==> config.mk <==
export PLATFORM = sky130hd
export DESIGN_NAME = fvn_ctrl
export DESIGN_NICKNAME = d
export VERILOG_FILES = /design/src/rtl/fractal_value_noise_2d_assert.svh /design/src/rtl/fvn_pkg.sv /design/src/rtl/fvn_ctrl.sv
export SDC_FILE = /design/constraint.sdc
export NUM_CORES = 1
export LEC_CHECK = 0
export BUFFER_PORTS_ARGS = -buffer_cell sky130_fd_sc_hd__buf_4
export CAP_MARGIN = 0
export CORE_AREA = 2 2 39 41
export CTS_CLUSTER_SIZE = 24
export DETAILED_ROUTE_END_ITERATION = 7
export DIE_AREA = 0 0 41 43
export GPL_TIMING_DRIVEN = 0
export PLACE_DENSITY_LB_ADDON = 0.3
export SLEW_MARGIN = 0
export SYNTH_ARGS = -nofsm -noshare
export SYNTH_HDL_FRONTEND = slang
export SYNTH_SLANG_ARGS = --single-unit
export TNS_END_PERCENT = 10
==> constraint.sdc <==
create_clock -name clk_i -period 1.25 [get_ports clk_i]
set_input_delay 0.0625 -clock clk_i [delete_from_list [all_inputs] [get_ports clk_i]]
set_output_delay 0.0625 -clock clk_i [all_outputs]
set_load 0.02 [all_outputs]
==> src/rtl/fractal_value_noise_2d_assert.svh <==
// Assertion helpers for the noise block.
`ifndef FRACTAL_VALUE_NOISE_2D_ASSERT_SVH
`define FRACTAL_VALUE_NOISE_2D_ASSERT_SVH

// same-cycle implication, disabled while reset is low
`define FVN_ASSERT_NOW(lbl, clk, rstn, ante, cons) \
  lbl: assert property (@(posedge clk) disable iff (!(rstn)) (ante) |-> (cons)) \
    else $error("fvn assertion failed");

// next-cycle implication, disabled while reset is low
`define FVN_ASSERT_NEXT(lbl, clk, rstn, ante, cons) \
  lbl: assert property (@(posedge clk) disable iff (!(rstn)) (ante) |=> (cons)) \
    else $error("fvn assertion failed");

`endif

==> src/rtl/fvn_pkg.sv <==
`default_nettype none

package fvn_pkg;

  localparam int TABLE_ENTRIES = 256;
  localparam int FRACTION_BITS = 16;
  localparam int IDX_W         = $clog2(TABLE_ENTRIES);
  localparam int WIN_W         = IDX_W + FRACTION_BITS;

  // binary point of the scaled coordinate: Q16.16 * Q0.24 and Q16.16 * Q16.16
  localparam int FB_HEIGHT = 40;
  localparam int FB_DETAIL = 32;
  localparam int SH_MAX    = FB_HEIGHT - FB_DETAIL;
  localparam int SH_W      = $clog2(SH_MAX + 1);
  localparam int PW_LO     = FB_DETAIL - FRACTION_BITS;
  localparam int PW_W      = WIN_W + SH_MAX;

  localparam int MAX_OCT = 8;
  localparam int OCT_W   = $clog2(MAX_OCT);
  localparam int CNT_W   = 4;

  localparam int VAL_W  = 16;
  localparam int W_W    = FRACTION_BITS + 1;
  localparam int SS_W   = FRACTION_BITS + 2;
  localparam int AMP_W  = 17;
  localparam int GAIN_W = 16;
  localparam int BF_W   = 24;
  localparam int SUM_W  = 22;
  localparam int OUT_W  = 20;
  localparam int MUL_W  = 33;
  localparam int PROD_W = 48;
  localparam int CFG_W  = 24;

  localparam logic [IDX_W-1:0]  HASH_MUL   = IDX_W'(57);
  localparam logic [AMP_W-1:0]  AMP_ONE    = AMP_W'(1) << 16;
  localparam logic [SS_W-1:0]   SS_THREE   = SS_W'(3) << FRACTION_BITS;
  localparam logic [BF_W-1:0]   BF_RESET   = BF_W'(83886);
  localparam logic [GAIN_W-1:0] GAIN_RESET = GAIN_W'(39322);
  localparam logic [CNT_W-1:0]  CNT_RESET  = CNT_W'(6);

  localparam logic [1:0] CMD_LOAD   = 2'd0;
  localparam logic [1:0] CMD_HEIGHT = 2'd1;
  localparam logic [1:0] CMD_DETAIL = 2'd2;

  localparam logic [1:0] CFG_BASE_FREQ = 2'd0;
  localparam logic [1:0] CFG_OCT_GAIN  = 2'd1;
  localparam logic [1:0] CFG_OCT_COUNT = 2'd2;

  typedef logic signed [MUL_W-1:0] mop_t;

  typedef enum logic [3:0] {
    ST_IDLE,
    ST_SCALE,
    ST_SQ,
    ST_WT,
    ST_B0,
    ST_B1,
    ST_B2,
    ST_B3,
    ST_B4,
    ST_ACC,
    ST_FINISH
  } state_e;

  typedef struct packed {
    state_e step;
    logic   take;
    logic   tbl_we;
    logic   out_load;
  } dp_cmd_t;

  typedef struct packed {
    logic detail;
    logic cnt_zero;
    logic last_oct;
    logic out_busy;
  } dp_stat_t;

endpackage

`default_nettype wire

==> src/rtl/fvn_ctrl.sv <==
`default_nettype none

module fvn_ctrl (
  input  wire logic              clk_i,
  input  wire logic              rst_ni,
  input  wire logic              in_valid_i,
  input  wire logic [1:0]        cmd_i,
  output logic                   in_ready_o,
  input  wire fvn_pkg::dp_stat_t stat_i,
  output fvn_pkg::dp_cmd_t       ctl_o
);

  fvn_pkg::state_e state_q, state_d;
  logic            acc;

  assign acc = in_valid_i && (state_q == fvn_pkg::ST_IDLE);

  always_comb begin
    state_d = state_q;
    case (state_q)
      fvn_pkg::ST_IDLE: begin
        if (acc && (cmd_i == fvn_pkg::CMD_HEIGHT || cmd_i == fvn_pkg::CMD_DETAIL)) begin
          state_d = fvn_pkg::ST_SCALE;
        end
      end
      fvn_pkg::ST_SCALE: begin
        if (!stat_i.detail && stat_i.cnt_zero) begin
          state_d = fvn_pkg::ST_FINISH;
        end else begin
          state_d = fvn_pkg::ST_SQ;
        end
      end
      fvn_pkg::ST_SQ: state_d = fvn_pkg::ST_WT;
      fvn_pkg::ST_WT: state_d = fvn_pkg::ST_B0;
      fvn_pkg::ST_B0: state_d = fvn_pkg::ST_B1;
      fvn_pkg::ST_B1: state_d = fvn_pkg::ST_B2;
      fvn_pkg::ST_B2: state_d = fvn_pkg::ST_B3;
      fvn_pkg::ST_B3: state_d = fvn_pkg::ST_B4;
      fvn_pkg::ST_B4: begin
        state_d = stat_i.detail ? fvn_pkg::ST_FINISH : fvn_pkg::ST_ACC;
      end
      fvn_pkg::ST_ACC: begin
        state_d = stat_i.last_oct ? fvn_pkg::ST_FINISH : fvn_pkg::ST_SQ;
      end
      fvn_pkg::ST_FINISH: begin
        if (!stat_i.out_busy) begin
          state_d = fvn_pkg::ST_IDLE;
        end
      end
      default: state_d = fvn_pkg::ST_IDLE;
    endcase
  end

  always_comb begin
    in_ready_o     = (state_q == fvn_pkg::ST_IDLE);
    ctl_o.step     = state_q;
    ctl_o.take     = acc;
    ctl_o.tbl_we   = acc && (cmd_i == fvn_pkg::CMD_LOAD);
    ctl_o.out_load = (state_q == fvn_pkg::ST_FINISH) && !stat_i.out_busy;
  end

  always_ff @(posedge clk_i or negedge rst_ni) begin
    if (!rst_ni) begin
      state_q <= fvn_pkg::ST_IDLE;
    end else begin
      state_q <= state_d;
    end
  end

endmodule

`default_nettype wire

# Word-level counts from Yosys, hierarchy flattened
# Index checks and enable logic that the tools add are counted.
[word_totals] ff_bits=4 input_bits=9 output_inout_bits=8 wordCells=32
[classes] eq_ne=14 muxes=6 reduce_logical=11
[op_table] cell="$pmux W4 S11" count=1
[op_table] cell="$eq A4 B3 Y1 const B" count=4
[op_table] cell="$mux W4" count=4
[op_table] cell="$eq A4 B4 Y1 const B" count=3
[op_table] cell="$eq A4 B2 Y1 const B" count=2
[op_table] cell="$logic_and A1 B1 Y1" count=5
[op_table] cell="$eq A4 B1 Y1 const B" count=1
[op_table] cell="$logic_not A4 Y1" count=1
[op_table] cell="$eq A2 B1 Y1 const B" count=1
[op_table] cell="$eq A2 B2 Y1 const B" count=1
[op_table] cell="$logic_not A1 Y1" count=2
[op_table] cell="$logic_not A2 Y1" count=1
[op_table] cell="$mux W2" count=1
[op_table] cell="$ne A2 B1 Y1 const B" count=1
[op_table] cell="$ne A2 B2 Y1 const B" count=1
[op_table] cell="$reduce_and A2 Y1" count=1
[op_table] cell="$logic_or A1 B1 Y1" count=1

# Longest topological paths before layout
[depth] ltp_word=5 ltp_mapped=5 depth_no_buf=5

# Least setup slack after synthesis
# No wires, ideal clock.
[synth_timing] path_kind="register -> output" start="register state_q[3]" end="output port ctl_o[0] (netlist name)" t_arrival_ns=1.442 required_time_ns=1.188 path_slack_ns=-0.255 stages_incl_launch_ff=4 n_path_buf=1 cell_sequence="dfrtp_1 -> buf_2 -> inv_1 -> nor4_1"
[synth_rtl] element="start, declared" line_no="fvn_ctrl.sv:13" text="fvn_pkg::state_e state_q, state_d;"
[synth_rtl] element="start signal, assigned" line_no="fvn_ctrl.sv:64" text="state_q <= fvn_pkg::ST_IDLE;"
[synth_rtl] element="start signal, assigned" line_no="fvn_ctrl.sv:66" text="state_q <= state_d;"
[synth_rtl] element="end, declared" line_no="fvn_ctrl.sv:10" text="output fvn_pkg::dp_cmd_t ctl_o"

==> out/qor.csv <==
metric,value,unit
status,"finished, violations left",
failing checks,negative setup slack,
dpl cells,66,
core area,1384,um^2
Place WS,-0.004392,ns
R2R Setup Slk,0.03,ns
post-layout net count,74,
boundary pin count,17,
Max Slew Vio Count,0,
critical path class,register to primary output,
min cycle time layout,1.392,ns
CTS tree,yes,
RSZ-0062 raised after global routing,yes,
routing usage on met1,11.73,%
Die ar.,1763,um^2
root buffer cell,clkbuf_4,
FMAX,0.7186,GHz
pwr dens,2298,nW/um^2
drt pass-1 iters,1,
Rows,14,
initial antenna violation count,0,
drt first-iter violations,0,
share of post-route cells with drive strength above 1,61.90,%
"slowest stage delay, CP",0.38,ns
# setup viols final,4,
Most Crowded Layer GR,met2,
grt ovf,0,
sequential fraction of the synthesis area,30.30,%
n_diodes,0,
endpoints failing hold,0,
clk_skew,0.002775,ns
post-synthesis cell area,330.3,um^2
CTS Buf Count,3,
Die Ht,43,um
hpwl dp,528.4,um
WP data required,1.19,ns
Port Buffers,16,
clk slew on worst S/H paths,0.04,ns
vias in the first global route,289,
worst IR drop on VDD,829.7,uV
Non-Filler Instances,79,
Biggest register,state_q,
synthesized flop and latch total,4,
Syn Area/Cell,9.715,um^2
width of the chip,41,um
worst hold path type,input pin to async pin,
largest net degree at the start of global routing,10,
setup ws final,-0.1416,ns
Yosys top cell area share,30.30,%
global-route wire length before repair,1.186,mm
RePlAce Congestion,0.6997,
critical-path cell list,buf_6 -> nor4_4 -> and3_4 -> buf_6,
library cells used by synthesis,25,
worst r2r src,state_q[1]$_DFFE_PN0P_,
Worst-Margin Slew,0.2362,ns
Hold Slack,0.1484,ns
r2r endpoint,state_q[3]$_DFFE_PN0P_,
CP arrival,1.33,ns
Syn Nets,44,
DR vias,351,
GRT Overall Usage,10.79,%
largest registers,state_q (4),
Worst path slowest cell,dfrtp_1,
Pleak,0.2897,nW
most frequent CP cell,buf_6,
critical path endpoint category,primary output,
"antenna viol nets, final",0,
Worst Reg-to-Reg Cells,5,
"critical path fanouts, max",7,
# H-tree levels,1,
Detailed Route WL,773,um
worst-skew pair later-pin latency,0.24,ns
# fillers,148,
Largest register FFs,4,
DRC,0,
Avg WL per Cell,9.785,um
cells after synthesis,34,
Starting Density,23.87,%
Synth area leader,dfrtp_1,
final period utilization,111.3,%
clk buf depth,2,
yosys warns,0,
met3 GRT Util,4.712,%
Rel. slew slack,84.14,%
vias per cell,4.443,
maxcap violations,0,
CTS Sinks,4,
Setup crit start kind,register,
ranking of synthesized cells by area,"dfrtp_1 30%, nor4b_4 7.2%, nor4_4 6.4%",
synth-to-layout area growth,83.33,%
met2 Usage GRT,14.69,%
==> cell type report <==
| type | instances | area, um^2 | area share, % |
|---|---|---|---|
| plain buffers | 2 | 22.52 | 3.719 |
| inverters | 5 | 18.77 | 3.099 |
| repair buffers | 27 | 220.2 | 36.36 |
| multi-input cells | 21 | 195.2 | 32.23 |
| flip-flops and latches | 4 | 102.6 | 16.94 |
| clock buffers | 4 | 26.28 | 4.339 |
| well taps | 16 | 20.02 | 3.306 |
==> kinds of logic (layout without fill, tap and decap cells) <==
family / count (synthesis) / after routing / share of synthesized area [%]
compound gates: 7 / 7 / 17.04
xor+xnor: 1 / 1 / 2.652
fa+ha+maj: 1 / 1 / 3.787
buf+inv: 9 / 38 / 15.15
flops: 4 / 4 / 30.30
mux: 1 / 1 / 3.030
simple gates: 11 / 11 / 28.03
==> what timing repair did <==
item | in CTS | in global routing
buffers inserted | 5 | 5
hold buffers | 1 | 0
pin swaps | 2 | 4
gates resized for setup | 4 | 4
setup endpoints to repair | 4 | 6
hold endpoints to repair | 4 | 0
==> layout by cell type (no fill, tap or decap), drive strengths merged, types with 2 or more instances in the layout <==
cell type / count
clkbuf: 4
dfrtp: 4
inv: 5
nor2: 2
buf: 28
nor4: 2
==> metal layers <==
metal  wire length [um]  vias up
met5                  0        -
met4                 10        0
met3                 33        2
met2                435       10
met1                294      164
li1                   -      175
==> report_power, final <==
part,internal (mW),switching (mW),leakage (nW)
clock network,0.120,0.0607,0.0150
logic,0.503,0.449,0.228
registers,0.197,0.0615,0.0470
==> synth_stat cells <==
cell type	n
inv_1	5
nor2_1	2
nor4_1	1
and2_1	1
a211oi_1	1
buf_2	1
buf_6	1
nor3_1	1
xnor2_1	1
nor2b_1	1
a221oi_1	1
o2111ai_1	1
o31ai_2	1
ha_1	1
nand2_1	1
nor4b_4	1
nor4_4	1
a21oi_1	1
buf_4	2
and3_1	1
dfrtp_1	4
o21ai_0	1
nand2b_1	1
mux2i_1	1
a211o_1	1
==> worst max path at each step <==
stage / end / start / slack [ns] / cells past startpoint
5_1_grt: ctl_o[1] / state_q[3]$_DFFE_PN0P_ / -0.20 / 4
3_3_place_gp: ctl_o[2] / state_q[2]$_DFFE_PN0P_ / 0.004 / 5
2_1_floorplan: ctl_o[2] / state_q[2]$_DFFE_PN0P_ / -0.13 / 4
4_1_cts: ctl_o[1] / state_q[1]$_DFFE_PN0P_ / -0.17 / 4
3_5_place_dp: ctl_o[2] / state_q[2]$_DFFE_PN0P_ / -0.004 / 5
6_report: ctl_o[1] / state_q[3]$_DFFE_PN0P_ / -0.14 / 4
==> worst max-delay path, delay by kind of cell, from the launching register on <==
kind | cells | cell delay (ns)
buffers and inverters | 2 | 0.25
AND/OR/NAND/NOR | 2 | 0.47
flip-flops | 1 | 0.38
==> through the flow <==
stage | area [um^2] | utilization, % | setup TNS [ns] | total power [mW]
floorplan | 345.3 | - | -0.2494 | 0.7815
global placement | 485.5 | 35.08 | 0 | 0.9968
detailed placement | 485.5 | 35.08 | -0.004392 | 0.9994
CTS | 564.3 | 40.78 | -0.5073 | 1.308
global route | 605.6 | 43.76 | -0.6765 | 1.496
finish | 605.6 | 43.76 | -0.3713 | 1.391
Note: power is estimated with default switching activity, not from simulation.
